`config.mk`:
```
export PLATFORM = sky130hd
export DESIGN_NAME = ffa_ram
export DESIGN_NICKNAME = d
export VERILOG_FILES = /design/src/design/ffa_ram.sv
export SDC_FILE = /design/constraint.sdc
export NUM_CORES = 1
export LEC_CHECK = 0
export BUFFER_PORTS_ARGS = -buffer_cell sky130_fd_sc_hd__buf_4
export CORE_UTILIZATION = 63
export CTS_BUF_LIST = sky130_fd_sc_hd__clkbuf_8
export CTS_CLUSTER_DIAMETER = 50
export CTS_CLUSTER_SIZE = 40
export DETAILED_ROUTE_END_ITERATION = 16
export PLACE_DENSITY = 0.82
export SLEW_MARGIN = 20
export SYNTH_ARGS = -nofsm -noshare
export SYNTH_HDL_FRONTEND = slang
export SYNTH_SLANG_ARGS = --single-unit
```
`constraint.sdc`:
```
create_clock -name clk_i -period 2.4 [get_ports clk_i]
set_input_delay 0.48 -clock clk_i [delete_from_list [all_inputs] [get_ports clk_i]]
set_output_delay 0.48 -clock clk_i [all_outputs]
set_load 0.01 [all_outputs]
```
`src/design/ffa_ram.sv`:
```
module ffa_ram #(
  parameter int Width = 8,
  parameter int Depth = 16
) (
  input  logic                     clk_i,
  input  logic                     we_i,
  input  logic [$clog2(Depth)-1:0] waddr_i,
  input  logic [Width-1:0]         wdata_i,
  input  logic                     re_i,
  input  logic [$clog2(Depth)-1:0] raddr_i,
  output logic [Width-1:0]         rdata_o
);

  logic [Width-1:0] mem_q [Depth];
  logic [Width-1:0] rdata_q;

  always_ff @(posedge clk_i) begin
    if (we_i) begin
      mem_q[waddr_i] <= wdata_i;
    end
    if (re_i) begin
      rdata_q <= mem_q[raddr_i];
    end
  end

  assign rdata_o = rdata_q;

endmodule

```
== Yosys cells after proc, flatten, opt, wreduce, memory -nomap -nowiden ==
Memories as Yosys holds them, arrays and structs flattened. A register that Yosys moved wholly into a read port is not among the register bits.
Cells that the tools add are included.

* Bits of input ports: 19
* RAM bits: 128
* Output and inout port bits: 8
* Memories: 1
* Register bits after elaboration: 0

* Mux-type cells: 2

{| class="wikitable"
|+ Memories
! memory !! depth !! width !! read ports !! clocked after Yosys merged registers in !! write ports !! line !! RTL
|-
| mem_q || 16 || 8 || 1 || 1 || 1 || 14 || <nowiki>logic [Width-1:0] mem_q [Depth];</nowiki>
|}

{| class="wikitable"
|+ Operator list
! cell !! number
|-
| $mux W1 || 2
|}

== Longest topological paths before layout ==
* Depth in word-level cells: 2
* Gate-level depth with buffers: 5
* Mapped depth without buffers: 3

== Least setup slack after synthesis ==
Ideal clock, no wire load.

* Kind: in2reg
* Start point: in waddr_i[2]
* End point: mem mem_q[0][0], enable pin
* Required time: 2017 ps
* Slack: 427 ps
* Buffers on the path: 0
* Arrival: 1590 ps
* Cell stages on the path: 2
* Setup time: 383 ps
* Cell sequence: or3b_2 -> nor3_1

{| class="wikitable"
|+ RTL lines
! item !! line !! RTL
|-
| from (decl) || 7 || <nowiki>input logic [$clog2(Depth)-1:0] waddr_i,</nowiki>
|-
| to (decl) || 14 ||
|}

Straight into the memory's write port.

==> impl.org <==
** Layout
- The filler cells instantiated in the layout total 397.
- Area growth from synthesis to final layout :: 16.1%
- Final std cell area, no fill :: roughly 6100 sq um
- The number of antenna diodes in the final layout is 0.
- For this run, the share of the core covered by cells in the final layout is 0.769.
- In the final layout, the share of cells above drive strength 1 is 0.321.
- Number of nets in the finished design :: around 300

** Setup path
- The worst register-to-register path begins at mem_q[3][5]$_DFFE_PP_.
- Crit path required time :: 2.57 ns
- The worst setup path is captured at a flop.
- The worst setup path is launched from a primary input.
- In this run the worst path has a maximum fanout of 12.
- Launch point of the worst path :: raddr_i[0]
- In this design, the stage delay of the slowest critical-path cell is between 0.5 and 0.6 ns.
- By startpoint and endpoint, the worst setup path is classified as primary input to flop.
- On the critical path, the stage with the largest delay is an instance of sky130_fd_sc_hd__mux4_1.
- Critical Path, Cell by Cell :: buf_4, buf_12, mux4_1, a22oi_1, nand2_1
- Data arrives at the worst endpoint at 1.76 ns.

** Placed design
- Count of input and output buffers :: 26
- At the placement stage, the worst setup path has a slack of 0.374 ns.
- Final HPWL DP :: 6.10 mm
- Summing all placed instances gives a cell area of 5630 sq um.
- Weighted congestion reported at the end of routability-driven placement :: a little over 0.7

** Synth
- The biggest area contributor in the post-synthesis netlist is sky130_fd_sc_hd__edfxtp_1.
- Complex-gate fraction of the synthesized area :: 0.0230
- Proportion of netlist area held by the largest area contributor :: 0.781
- The portion of synthesized area spent on multiplexers is 0.148.
- Of the total synthesized cell area, the portion taken by full adders, half adders and majority gates is 0.
- By count the netlist is led by sky130_fd_sc_hd__edfxtp_1, sky130_fd_sc_hd__mux4_2, sky130_fd_sc_hd__a22oi_1.
- Synth cell types :: 18
- A synthesized cell averages 22.8 sq um.
- Yosys warning total :: 0
- Area of the mapped netlist :: between 5000 and 6000 sq um
- Cell count after synthesis :: between 200 and 250
- Register bit total from synthesis :: 136
- Post-Syn Nets :: about 250
- Leading cell types by total area after synthesis :: sky130_fd_sc_hd__edfxtp_1, sky130_fd_sc_hd__mux4_2, sky130_fd_sc_hd__mux4_1, sky130_fd_sc_hd__a22oi_1, sky130_fd_sc_hd__nor2_1
- For this run, the leading register cell type out of synthesis is sky130_fd_sc_hd__edfxtp_1.
- Of the synthesized area, sequential elements account for 0.781.
- The synthesized design contains 136 enable-type register cells.
- Of the total synthesized cell area, the portion taken by AND, OR, NAND and NOR gates is 0.0314.
- By area, the combinational part of the netlist is dominated by multiplexers.
- Of the total synthesized cell area, the portion taken by XOR and XNOR cells is 0.
- By instance count, the leading cell after synthesis is sky130_fd_sc_hd__edfxtp_1.
- Async set or reset register ratio after synthesis :: 0

** Min path
- The worst hold path belongs to the class primary input to flop.
- The startpoint identified for the worst hold timing path is re_i.

** Clocking
- Number of sinks handled by clock tree synthesis :: 136
- CTS tree :: yes
- Clock slew at the register clock pins of the worst setup and hold paths :: 0.08 ns
- Deepest clock path buffer count :: 2
- Once the clock tree was built, the resizer swapped 0 gates to a different size.
- Number of buffers added by the clock tree synthesis step :: 17
- Post-CTS repair timing setup buffer count :: 0
- CTS built an H-tree with a depth of 4.
- The tree is rooted in a sky130_fd_sc_hd__clkbuf_8.
- After clock tree synthesis, the flow added hold-fix buffers numbering 0.
- The clock reaches the later pin of the worst-skew pair after 0.43 ns.

** STA
- Clock skew after layout :: 0.00847 ns
- Setup violations remaining at the end of the flow were counted as 0.
- Final hold analysis gives a worst-case slack of 0.349 ns.
- Across all setup checks in the final design, the least slack found is 0.808 ns.
- The final-report hold violation count came to 0.
- In this run the tightest slew margin relative to its limit is 0.498.
- Final cycle utilization of the critical path :: 0.663
- Unrepaired setup endpoints after global routing :: false
- The final max-slew violation count was 0.
- The worst path in the final design needs a cycle of 1.59 ns, including I/O delays and setup.
- For the final routed database, the setup TNS stands at 0 ns.
- Derived from the worst setup path, the maximum achievable clock frequency is 628 MHz.
- Transition time of the tightest slew-check pin :: 0.751 ns

** Drt
- Wire segments on met3 add up to 898 um in the final route.
- After detailed routing, the wire length on met1 is 3.73 mm.
- Vias per cell :: between 6 and 7
- The routed design has 9.75 mm of wire.
- Pre-antenna DRT Iters :: 4
- Max layer used :: met4
- Routed wire length on met2 :: 4.83 mm
- Number of DRC markers in iteration 0 :: 227
- Routed wire length per instance :: 24.5 um
- Post-route DRC violation count :: 0
- For this block, the via count after detailed routing is around 2500.
- Count of nets left with antenna violations after detail routing :: 0

** GRT
- Antenna violations before repair :: 0
- The first global-routing pass estimated 14.5 mm of wire.
- Total routing usage reported by global routing :: 0.251
- Overflow after GRT :: 0
- Pin count of the biggest net entering global routing :: 33
- The via count of the first global-routing pass was 2602.

** Floorplanning
- Die Span X :: 93.1 um
- Core box area :: slightly below 8000 sq um
- The die is 93.1 um tall.
- The floorplan step defined a die boundary enclosing 8670 sq um.
- Number of rows created at floorplan :: 32
- During I/O placement, the number of pins put on the boundary was 27.
- For this configuration, the core starts out at a cell density of 0.663.

** Pwr
- In this run the power density over the cells is 818 nW/um^2.
- Leakage power :: 2.06 nW
- IR analysis of the VDD net gives a maximum drop of 472 uV.

** Run status
- The run finished with clean final reports.

** Job
- Max-Cap Viols :: 0
## report_power, final
| group | internal, mW | switching [mW] | leakage (nW) | total, mW |
|---|---|---|---|---|
| sequential | 2.67 | 0.0168 | 1.24 | 2.69 |
| combinational | 0.120 | 0.139 | 0.605 | 0.259 |
| clock | 1.14 | 0.879 | 0.218 | 2.01 |
## stage by stage
step                cells  power (mW)
floorplan             229        2.88
global placement      366        2.99
detailed placement    366        3.00
CTS                   398        4.98
global route          398        5.11
finish                398        4.96
## sequential cells by signal (all words and copies together) (netlist names)
name and count:
rdata_o 8, mem_q 128
## worst max-delay path, delay by kind of cell
family          cells  cell delay (ns)
buf+inv             2             0.38
compound gates      1             0.23
simple gates        1             0.11
mux                 1             0.55
## layer usage
metal  vias to the layer above  global-route usage
li1                       1085                   -
met1                      1267               0.325
met2                       159               0.388
met3                        32              0.0870
met4                         0               0.119
met5                         -                   0
## placed cells by master, fill, tap and decap left out, drive strengths merged
cell type  synthesis  routed
nand3              1       1
nand2b             2       2
nor2b              1       1
edfxtp           136     136
nand2              9       9
clkbuf             0      17
a22oi             16      16
mux4              32      32
inv                0       3
bufinv             0       4
or3b               1       1
buf                7      45
nor2              13      13
nor3               4       4
clkinv             0       6
and2               1       1
nand3b             2       2
clkinvlp           0       2
and2b              1       1
## worst paths after layout
path	endpoint	slack [ns]	cells after the start
worst max register to register	rdata_o[5]$_DFFE_PP_	0.86	3
worst max-delay path	rdata_o[0]$_DFFE_PP_	0.81	5
worst min-delay path	rdata_o[7]$_DFFE_PP_	0.35	1
worst min register to register	rdata_o[6]$_DFFE_PP_	0.75	3
## area by class of cell
type / count / area, sq um / share of cell area
Multi-Input combinational cell: 83 / 1060 / 0.174
Clock buffer: 17 / 234 / 0.0386
Timing Repair Buffer: 45 / 363 / 0.0598
Clock inverter: 15 / 201 / 0.0332
Tap cell: 102 / 128 / 0.0210
Sequential cell: 136 / 4080 / 0.673
## cell families after synthesis
family | count (synthesis)
AOI/OAI and AO/OA | 16
buffers and inverters | 10
DFF | 136
muxes | 32
and+or+nand+nor | 35
No activity file was read; power rests on OpenSTA's default activity.
