`src/design/ffa_pkg.sv`:
```
package ffa_pkg;

  localparam int NumEntries = 64;
  localparam int OffW       = 32;
  localparam int IdxW       = $clog2(NumEntries);
  localparam int CntW       = $clog2(NumEntries + 1);
  localparam int SizeW      = 32;
  localparam int AlignW     = 32;
  localparam int BlkIdxW    = 6;
  localparam int RegionW    = 32;

  localparam logic [RegionW-1:0] RegionReset = RegionW'(1) << 27;

  typedef enum logic [0:0] {
    OpAlloc = 1'b0,
    OpFree  = 1'b1
  } op_e;

  typedef enum logic [1:0] {
    StOk      = 2'd0,
    StRegion  = 2'd1,
    StFull    = 2'd2,
    StUnknown = 2'd3
  } status_e;

  typedef struct packed {
    logic [0:0]         opcode;
    logic [SizeW-1:0]   request_size;
    logic [AlignW-1:0]  alignment;
    logic [BlkIdxW-1:0] block_index;
  } ffa_in_t;

  typedef struct packed {
    logic [1:0]         status;
    logic [BlkIdxW-1:0] granted_index;
    logic [31:0]        granted_offset;
  } ffa_out_t;

endpackage

```
`src/design/ffa_rem.sv`:
```
module ffa_rem import ffa_pkg::*; (
  input  logic              clk_i,
  input  logic              rst_ni,
  input  logic              start_i,
  input  logic [OffW-1:0]   dividend_i,
  input  logic [AlignW-1:0] divisor_i,
  output logic              done_o,
  output logic [AlignW-1:0] rem_o
);

  localparam int CntBits = $clog2(OffW);

  logic               busy_q;
  logic               done_q;
  logic [CntBits-1:0] cnt_q;
  logic [OffW-1:0]    dvd_q;
  logic [AlignW-1:0]  dvs_q;
  logic [AlignW-1:0]  rem_q;
  logic [AlignW:0]    shifted;
  logic [AlignW:0]    diff;
  logic [AlignW-1:0]  rem_d;

  always_comb begin
    shifted = {rem_q, dvd_q[OffW-1]};
    diff    = shifted - {1'b0, dvs_q};
    if (shifted >= {1'b0, dvs_q}) begin
      rem_d = diff[AlignW-1:0];
    end else begin
      rem_d = shifted[AlignW-1:0];
    end
  end

  always_ff @(posedge clk_i or negedge rst_ni) begin
    if (!rst_ni) begin
      busy_q <= 1'b0;
      done_q <= 1'b0;
      cnt_q  <= '0;
      dvd_q  <= '0;
      dvs_q  <= '0;
      rem_q  <= '0;
    end else begin
      done_q <= 1'b0;
      if (start_i) begin
        busy_q <= 1'b1;
        cnt_q  <= '0;
        dvd_q  <= dividend_i;
        dvs_q  <= divisor_i;
        rem_q  <= '0;
      end else if (busy_q) begin
        dvd_q <= dvd_q << 1;
        rem_q <= rem_d;
        cnt_q <= cnt_q + CntBits'(1);
        if (cnt_q == CntBits'(OffW - 1)) begin
          busy_q <= 1'b0;
          done_q <= 1'b1;
        end
      end
    end
  end

  assign done_o = done_q;
  assign rem_o  = rem_q;

endmodule

```
`config.mk`:
```
export PLATFORM = sky130hd
export DESIGN_NAME = ffa_rem
export DESIGN_NICKNAME = d
export VERILOG_FILES = /design/src/design/ffa_pkg.sv /design/src/design/ffa_rem.sv
export SDC_FILE = /design/constraint.sdc
export NUM_CORES = 1
export LEC_CHECK = 0
export ABC_AREA = 1
export BUFFER_PORTS_ARGS = -buffer_cell sky130_fd_sc_hd__buf_2
export CAP_MARGIN = 20
export CORE_MARGIN = 8
export CORE_UTILIZATION = 53
export DETAILED_ROUTE_END_ITERATION = 10
export HOLD_SLACK_MARGIN = 0.06
export MAX_ROUTING_LAYER = met4
export PLACE_DENSITY = 0.86
export REMOVE_ABC_BUFFERS = 1
export SLEW_MARGIN = 10
export SYNTH_ARGS = -nofsm -noshare
export SYNTH_HDL_FRONTEND = slang
export SYNTH_SLANG_ARGS = --single-unit
export TNS_END_PERCENT = 5
```
`constraint.sdc`:
```
create_clock -name clk_i -period 2.1 [get_ports clk_i]
set_clock_uncertainty 0.15 [all_clocks]
set_input_delay 0.105 -clock clk_i [delete_from_list [all_inputs] [get_ports clk_i]]
set_output_delay 0.105 -clock clk_i [all_outputs]
set_load 0.02 [all_outputs]
```
======== Word-level counts from Yosys, hierarchy flattened ========
Index checks and enable logic that the tools add are counted.
word-level totals
  bits in registers ....................... 103
  output and inout bits ................... 33
operators by class
  add/subtract/negate cells ............... 2
  magnitude comparators ................... 1
  eq/ne operators ......................... 1
  mux-type cells .......................... 13
  reduce and logical (&&, ||, !) cells .... 1
operator list
  kind                 count
  $mux 32              5
  $ge 33x32->1         1
  $sub 32x32->32       1
  $mux 5               2
  $mux 1               6
  $add 5x1->5 const B  1
  $eq 5x5->1 const B   1
  $reduce_bool 2->1    1

======== Longest topological paths before layout ========
Gate-level depths: netlist of run 1.
  word-level depth ........................ 4
  gate-level depth with buffers ........... 17

======== Least setup slack after synthesis of run 1 ========
No wires, ideal clock.
  kind .................................... register to register
  start ................................... register rem_q[21], in the netlist rem_o[21]
  end ..................................... register rem_q[17], in the netlist rem_o[17]
  library setup time ...................... 0.118 ns
  arrival ................................. 1.905 ns
  data required time ...................... 1.832 ns
  slack ................................... -0.073 ns
  cell stages (with the launch flop) ...... 13
  path buffers ............................ 1
  period minus slack after synthesis ...... 2.173 ns
  path through ............................ dfrtp_1 ha_1 nand2_2 inv_2 nand2_2 inv_2 a21oi_2 nor2_2 nor2_4 buf_2 nand3b_1 nand3_1 nand2_1
on the way
  cells in the longest elaborated chain, start to end .. 4
ends and longest elaborated chain
  item                    line           source
  start, declared         ffa_rem.sv:18  logic [AlignW-1:0] rem_q;
  start signal, assigned  ffa_rem.sv:51  rem_q <= rem_d;
  $ge 33x32->1            ffa_rem.sv:26  if (shifted >= {1'b0, dvs_q}) begin
  $mux 32                 ffa_rem.sv:26
  $mux 32                 ffa_rem.sv:49  end else if (busy_q) begin
  $mux 32                 ffa_rem.sv:43  if (start_i) begin
Every way passes these cells. The select of a mux whose other input is x is not followed.
A chain may end at the register's enable or synchronous reset.

======== Final worst setup path of run 1 ========
  start ................................... register dvs_q[13]
  end ..................................... register rem_q[30], in the netlist rem_o[30]
on the way
  cells in the longest elaborated chain, start to end .. 4
  elaborated cells on any way between the ends .. 5
  those cells by class .................... 1 x add/sub; 1 x order compare; 3 x mux
ends and longest elaborated chain
  item                                            line                          source
  start, declared                                 ffa_rem.sv:17                 logic [AlignW-1:0] dvs_q;
  start signal, assigned                          ffa_rem.sv:47                 dvs_q <= divisor_i;
  $sub 32x32->32 or $ge 33x32->1 (tied branches)  ffa_rem.sv:25, ffa_rem.sv:26
  $mux 32 *                                       ffa_rem.sv:26
  $mux 32 *                                       ffa_rem.sv:49
  $mux 32 *                                       ffa_rem.sv:43
Every way passes the cells marked *; elsewhere a longest branch is shown, timed or not. The select of a mux whose other input is x is not followed.

==> results of run 1 <==
## worst max-delay path: stages, from the launching register on
cell and delay (ps):
sky130_fd_sc_hd__dfrtp_1 360, sky130_fd_sc_hd__inv_1 110, sky130_fd_sc_hd__ha_4 230, sky130_fd_sc_hd__buf_4 130, sky130_fd_sc_hd__nand2_1 60, sky130_fd_sc_hd__nand2_1 100
sky130_fd_sc_hd__a21oi_1 290, sky130_fd_sc_hd__nand3_1 250, sky130_fd_sc_hd__nand2_2 140, sky130_fd_sc_hd__nand2_1 60, sky130_fd_sc_hd__nand2_1 80, sky130_fd_sc_hd__nand3_2 70
sky130_fd_sc_hd__nand2_1 80, sky130_fd_sc_hd__nand2_1 80
## power by group through the flow
stage               sequential (W)  clock, W  combinational, W
global placement           0.00259         0           0.00844
CTS                        0.00269   0.00166            0.0106
floorplan                  0.00299         0           0.00442
detailed placement         0.00261         0           0.00860
global route               0.00276   0.00175            0.0125
finish                     0.00273   0.00167            0.0117
## per-layer routing
metal  share of wire  track usage
met1            0.38        0.344
met2            0.50        0.545
met3           0.070       0.0541
met4           0.045        0.161
met5               0            -
## through the flow
stage                     hold slack, ps  area, um^2  setup TNS [ps]  total power, W
after global placement             -75.3        8870           -7530          0.0110
after CTS                           94.0       10700           -3660          0.0150
after global routing                 114       11000           -7890          0.0170
after detailed placement           -71.4        8870           -8600          0.0112
final                               77.3       11000           -5310          0.0161
after floorplan                     -341        6970          -36520         0.00741
## layout make-up
type | count | area [um^2] | share of cell area
Clock inverter | 5 | 38.8 | 0.00351
Inverter | 212 | 796 | 0.0721
Timing Repair Buffer | 349 | 2790 | 0.253
Tap cell | 176 | 220 | 0.0200
Multi-Input combinational cell | 711 | 4370 | 0.396
Clock buffer | 11 | 243 | 0.0220
Sequential cell | 103 | 2580 | 0.234
## cells in the mapped netlist
library cell and count:
sky130_fd_sc_hd__nand2_1 374, sky130_fd_sc_hd__inv_1 205, sky130_fd_sc_hd__dfrtp_1 103, sky130_fd_sc_hd__nand3_1 84
sky130_fd_sc_hd__nor2_1 45, sky130_fd_sc_hd__o21ai_0 37, sky130_fd_sc_hd__ha_1 34, sky130_fd_sc_hd__o221ai_1 31
sky130_fd_sc_hd__a21oi_1 19, sky130_fd_sc_hd__clkbuf_1 16, sky130_fd_sc_hd__nand3b_1 14, sky130_fd_sc_hd__xnor2_1 13
sky130_fd_sc_hd__nand4_1 10, sky130_fd_sc_hd__nand2_2 9, sky130_fd_sc_hd__o21ai_1 9, sky130_fd_sc_hd__buf_2 7
sky130_fd_sc_hd__nor2_2 6, sky130_fd_sc_hd__and2_1 5, sky130_fd_sc_hd__nor3_1 5, sky130_fd_sc_hd__buf_6 4
sky130_fd_sc_hd__inv_2 4, sky130_fd_sc_hd__o21bai_1 4, sky130_fd_sc_hd__buf_4 3, sky130_fd_sc_hd__clkinv_1 3
sky130_fd_sc_hd__a22o_1 2, sky130_fd_sc_hd__buf_1 2, sky130_fd_sc_hd__nand2_4 2, sky130_fd_sc_hd__a21oi_2 1
sky130_fd_sc_hd__fa_1 1, sky130_fd_sc_hd__nand3_2 1, sky130_fd_sc_hd__nor2_4 1, sky130_fd_sc_hd__nor3_2 1
sky130_fd_sc_hd__nor4_1 1, sky130_fd_sc_hd__or2_2 1, sky130_fd_sc_hd__xor2_1 1
## logic make-up (layout without fill, tap and decap cells)
logic type | after synthesis | in the layout
simple gates | 559 | 559
xor+xnor | 14 | 14
flops | 103 | 103
compound gates | 103 | 103
fa+ha+maj | 35 | 35
buf+inv | 244 | 577
## worst max path at each step
stage | endpoint | slack, ps | from
2_1_floorplan | dvd_q[10]$_DFFE_PN0P_ | -720 | busy_q$_DFF_PN0_
3_3_place_gp | rem_o[25]$_DFFE_PN0P_ | -300 | rem_o[26]$_DFFE_PN0P_
3_5_place_dp | rem_o[26]$_DFFE_PN0P_ | -330 | rem_o[26]$_DFFE_PN0P_
4_1_cts | rem_o[4]$_DFFE_PN0P_ | -130 | dvs_q[27]$_DFFE_PN0P_
5_1_grt | rem_o[30]$_DFFE_PN0P_ | -330 | dvs_q[13]$_DFFE_PN0P_
6_report | rem_o[30]$_DFFE_PN0P_ | -210 | dvs_q[13]$_DFFE_PN0P_
## sequential cells by signal, summed over array words and instances, names as in the netlist
name,count
dvd_q,32
dvs_q,32
rem_o,32
cnt_q,5
busy_q,1
done_o,1
## repair_timing
item,in CTS,in global routing
endpoints found under the setup margin,32,32
buffers inserted,21,9
gates cloned,3,2
pin swaps,45,44
resized for setup,110,71
endpoints found under the hold margin,168,0
hold buffers,68,0
==> results.txt, run 1 <==
The clock slew seen by the registers of the worst setup and hold paths came out at 80 ps. Clock latency on the worst-skew pair, taken at its later pin, is 360 ps. The leakage component of the power is 5.98 nW. The worst hold path belongs to the class input port to async pin. The required time of the worst setup path is 2190 ps. The post-layout instance count excluding filler cells is 1567. For this configuration, the core starts out at a cell density of 0.541. Setup repair after global routing could not meet its margin everywhere. The post-route core utilization came out at 0.837. By area the synthesized netlist is led by sky130_fd_sc_hd__dfrtp_1 (36%), sky130_fd_sc_hd__nand2_1 (20%), sky130_fd_sc_hd__inv_1 (11%). The top cell type's share of synthesized area came out at 0.361. The first detailed-routing pass ran for 5 iterations.

Across the VDD grid, the largest voltage drop is 0.000725 V. The worst setup path is captured at a flip-flop. The largest fanout of any net on the critical path came out at 3. The final HPWL from detailed placement came out at 16.8 mm. The via density per instance is 5.43.

Of the synthesized area, sequential elements account for 0.361. Entering global routing, the biggest net connects 96 pins. Of the total power, the clock network draws 0.104. The core region area came out at 13200 um^2. The growth of design area from synthesis to finish came out at 54.5%. After detailed routing, the number of remaining DRC violations is 0. The worst register-to-register path begins at dvs_q[13]$_DFFE_PN0P_. In this run the core area contains 42 standard-cell rows. The max-slew headroom at the worst pin came out at 0.374. The total CTS buffers came out at 9. In this run the power density over the cells is 1460 nW/um^2. The detailed router finished its first iteration with 829 violations. The dominant cell type by area after synthesis is sky130_fd_sc_hd__dfrtp_1.

The top cell types in the final layout, fill and taps aside, are sky130_fd_sc_hd__nand2_1 (331), sky130_fd_sc_hd__inv_1 (186), sky130_fd_sc_hd__buf_4 (157). For this run, the top clock speed supported by timing is 0.432 GHz. The number of global-route vias before repair is 8824. The height of the chip came out at 132 um. The checks that failed: setup timing.

The TritonCTS sink count is 103. The maximum clock path buffer count is 2. The library cell used most frequently in the layout, excluding fill and tap cells, is sky130_fd_sc_hd__nand2_1. The level count of the clock H-tree came out at 3. The setup slack after placement came out at -332 ps. The share of the synthesized area in compound gates (AO/OA/AOI/OAI) was 0.0915. For the pin with the worst max-slew slack, the measured transition is 938 ps. The flow ran to the end, but the final reports show violations.

The switching fraction of total power is 0.459. For the worst flop-to-flop path, the logic depth is 13. The reg-to-reg endpoint is rem_o[30]$_DFFE_PN0P_. The count of boundary I/O pins came out at 100. Measured against the total synthesized area, the mux share comes to 0.

The data arrival time of the critical path is 2410 ps. The number of distinct standard cells referenced by the synthesized netlist came out at 35. The number of placed instances, taps included is 1451.

The horizontal die dimension came out at 132 um. The combined area of all synthesized cells came out at 7140 um^2. The least setup slack across all paths after layout is -215 ps.

The tree is rooted in a sky130_fd_sc_hd__clkbuf_16. After detailed routing, the average wire length per cell comes to 17.7 um. Port buffering added 99 buffers. The minimum clock period after layout is 2310 ps. The kind of critical path is flip-flop to flip-flop. Of the total synthesized cell area, the portion taken by AND, OR, NAND and NOR gates is 0.333. The number of failing hold endpoints at the final stage is 0. The Yosys step of the flow raised 0 warnings. The tool flagged a number of max-cap violations equal to 0. The total via count in the routed design is 8503. The filler cells instantiated in the layout total 793.

The portion of total power attributed to combinational logic is 0.727. STA classifies the critical path startpoint as a flip-flop. Summed over all nets, the switching power comes to 0.00740 W.

The fraction of layout instances using a drive strength above 1 came out at 0.331. The number of antenna-violating nets in the routed design is 0. The overflow left after global routing came out at 0.

The post-synthesis register bit count came out at 103. In the final design database the tool counted 1488 nets. The overall track demand over capacity in global routing is 0.316.

The total internal power came out at 0.00873 W. The internal reg-to-reg setup slack is -210 ps. The die outline area is 17400 um^2.

By area, the combinational part of the netlist is dominated by simple AND/OR/NAND/NOR gates. At the end of routability-driven placement, the weighted congestion stood at 0.973. Of the total synthesized cell area, the portion taken by XOR and XNOR cells is 0.0172. In the finished design, the share of the clock period the worst path needs comes to 1.10. The total count of max-transition violations in the final report came to 0. The count of inserted antenna diode cells is 0. TritonCTS built the clock tree. The total wire length is 27.8 mm. Synthesis handed over a netlist of 1058 instances. The number of antenna violations at the first check in global routing is 0.

The first global-routing pass estimated 43.5 mm of wire. The count of endpoints failing setup in the final report is 32. The average instance area after synthesis came out at 6.75 um^2. The post-synthesis adder-cell area fraction is 0.0624. Of the total power, registers draw 0.169.
Power figures use the tool's default switching activity.
==> inputs of run 2 (changes only) <==
Settings changed: SKIP_CTS_REPAIR_TIMING from default to 1.
==> run 2 against run 1 <==
The flow still finishes with violations (setup timing). Clock power hardly changed. Utilization shrank 3.0 points. Clock-buffer cell count unchanged. Wire length decreased by 5.0%. Die area is the same. Maximum frequency fell by 4.7%. Critical path type unchanged. Critical endpoint is now rem_o[8]$_DFFE_PN0P_. Highest routed layer unchanged.
==> results.txt, run 2 (synthesis results as in run 1) <==
The flow ran to the end, but the final reports show violations. The checks that failed: setup timing. The average detailed-routed wire length per instance is 17.0 um (-3.8%).

The leakage component of the power came out at 5.82 nW (-2.7%). The worst min-delay path class is input port to async pin. The max-slew headroom at the worst pin came out at 0.361 (-0.0124). The cell sitting at the root of the clock tree is a sky130_fd_sc_hd__clkbuf_16.

The total DRC errors in the routed layout was 0 (unchanged). The effective utilization at floorplan is 0.541 (unchanged). The initial detailed-routing violation count is 682 (-18%). The TritonCTS clock tree is built. The clock latency of the later-clocked register in the worst-skew pair is 370 ps (about the same). The final HPWL from detailed placement came out at 16.8 mm (unchanged).

The routability-driven placement congestion ratio is 0.973 (unchanged). The count of max-cap constraint violations came to 0 (unchanged). The total wire length came out at 26.4 mm (-5.0%). The number of antenna violations at the first check in global routing came out at 0 (unchanged). For this design, the slowest cell found on the critical path is sky130_fd_sc_hd__dfrtp_1. The number of iterations in the first detailed-routing pass came out at 7 (+2).

The achievable clock frequency is 0.412 GHz (-4.7%). The number of global-route vias before repair came out at 7683 (-13%). The overall track demand over capacity in global routing is 0.257 (-0.0592). The net count of the finished layout was 1469 (-1.3%). The count of endpoints failing setup in the final report is 32 (unchanged). The power per cell area was 1420 nW/um^2 (-2.6%). The post-layout instance area is 10600 um^2 (-3.6%). The die outline area came out at 17400 um^2 (unchanged). The horizontal die dimension is 132 um (unchanged). The worst-margin pin slew was 957 ps (+18.6 ps). The overflow left after global routing came out at 0 (unchanged). The fraction of layout instances using a drive strength above 1 is 0.284 (-0.0464). The number of failing hold endpoints at the final stage is 0 (unchanged). The required time of the worst setup path came out at 2160 ps (-30 ps). The worst ir drop on vdd was 0.000679 V (-6.4%). The row count is 42 (unchanged). The level count of the clock H-tree is 3 (unchanged).

The largest fanout of any net on the critical path came out at 5 (+2). The clock slew seen by the registers of the worst setup and hold paths came out at 80 ps (about the same). The critical path capture point type is a flip-flop.

The pin count of the biggest net entering global routing is 96 (unchanged). The instance area after placement came out at 8870 um^2 (unchanged). The total of buffers placed on input and output ports came out at 99 (unchanged). The maximum clock path buffer count is 2 (unchanged). By instance count, the cell type seen most on the critical path is sky130_fd_sc_hd__nand2_2. The total count of max-transition violations in the final report came out at 0 (unchanged). The total via count in the routed design came out at 8238 (-3.1%). In the layout the commonest cells are sky130_fd_sc_hd__nand2_1 (353), sky130_fd_sc_hd__inv_1 (195), sky130_fd_sc_hd__buf_4 (148). The most common library cell in the layout ignoring fill and taps is sky130_fd_sc_hd__nand2_1.

The growth of design area from synthesis to finish is 49.0%. The data arrival time of the critical path came out at 2490 ps (+80 ps). The least setup slack across all paths after layout is -330 ps (-115 ps). The minimum clock period after layout is 2430 ps (+115 ps). The signal on the critical path passes through inv_2 > ha_4 > buf_6 > nand2_4 > inv_2 > nand2_2 > nand2_2 > a21oi_2 > nand2_2 > nor2_4 > buf_12 > clkbuf_16 > nand3_1 > nand3_1 > o21ai_1. The setup slack after placement is -332 ps (unchanged). The via density per instance came out at 5.32 (-1.9%). Setup repair after global routing could not meet its margin everywhere.

The total negative slack came out at -6500 ps (-1190 ps). The TritonCTS sink count is 103 (unchanged). STA classifies the critical path startpoint as a flip-flop.

The count of inserted antenna diode cells is 0 (unchanged). The height of the chip came out at 132 um (unchanged). The fraction of the cycle the final worst path needs came to 1.16 (+0.0547). The maximum single-stage delay on the critical path is 390 ps (+30 ps).

The count of boundary I/O pins came out at 100 (unchanged). The critical path is of the flip-flop to flip-flop type. The wire length of the first global-routing pass is 35.9 mm (-17%). The number of antenna-violating nets in the routed design is 0 (unchanged). The core region area came to 13200 um^2 (unchanged).

The final hold slack is 74.8 ps (-2.50 ps). The total CTS buffers was 9 (unchanged).
[run 2: final cells by class]
| class | count | area (um^2) |
|---|---|---|
| clock inverters | 5 | 38.8 |
| clock buffers | 11 | 243 |
| well taps | 176 | 220 |
| fillers | 866 | 2550 |
| inverters | 212 | 796 |
| multi-input cells | 712 | 4210 |
| repair buffers | 329 | 2560 |
| flip-flops and latches | 103 | 2580 |
[run 2: report_power, final]
group	internal (W)	switching, W
logic	0.00497	0.00577
clock network	0.000853	0.000828
registers	0.00238	0.000346
[run 2: worst paths after layout]
kind | startpoint | to | slack [ps] | cells past startpoint
min in group clk_i | divisor_i[28] | dvs_q[28]$_DFFE_PN0P_ | 340 | 4
worst max-delay path | dvs_q[27]$_DFFE_PN0P_ | rem_o[8]$_DFFE_PN0P_ | -330 | 15
worst min-delay path | rst_ni | dvs_q[12]$_DFFE_PN0P_ | 70 | 2
worst max register to register | dvs_q[27]$_DFFE_PN0P_ | rem_o[8]$_DFFE_PN0P_ | -330 | 15
worst min register to register | dvs_q[0]$_DFFE_PN0P_ | dvs_q[0]$_DFFE_PN0P_ | 360 | 2
max in group asynchronous | rst_ni | dvd_q[1]$_DFFE_PN0P_ | 950 | 3
[run 2: stage by stage]
step / util / total power [W] / instances
6_report: 0.807 / 0.0151 / 1548
5_1_grt: 0.807 / 0.0161 / 1548
4_1_cts: 0.694 / 0.0129 / 1467
3_5_place_dp: 0.672 / 0.0112 / 1451
3_3_place_gp: 0.672 / 0.0110 / 1451
2_1_floorplan: - / 0.00741 / 1026
[run 2: critical path: cells and delay by family, from the launching register on]
family	cells	cell delay, ps
and+or+nand+nor	7	650
buffers and inverters	5	560
DFF	1	390
AOI/OAI and AO/OA	2	310
adders and majority gates	1	210
[run 2: routing by layer]
layer / vias to the layer above / track usage / wire length [um]
li1: 3911 / - / -
met4: 0 / 0.101 / 919
met5: - / - / 0
met1: 3916 / 0.311 / 10400
met2: 332 / 0.422 / 13400
met3: 79 / 0.0400 / 1680
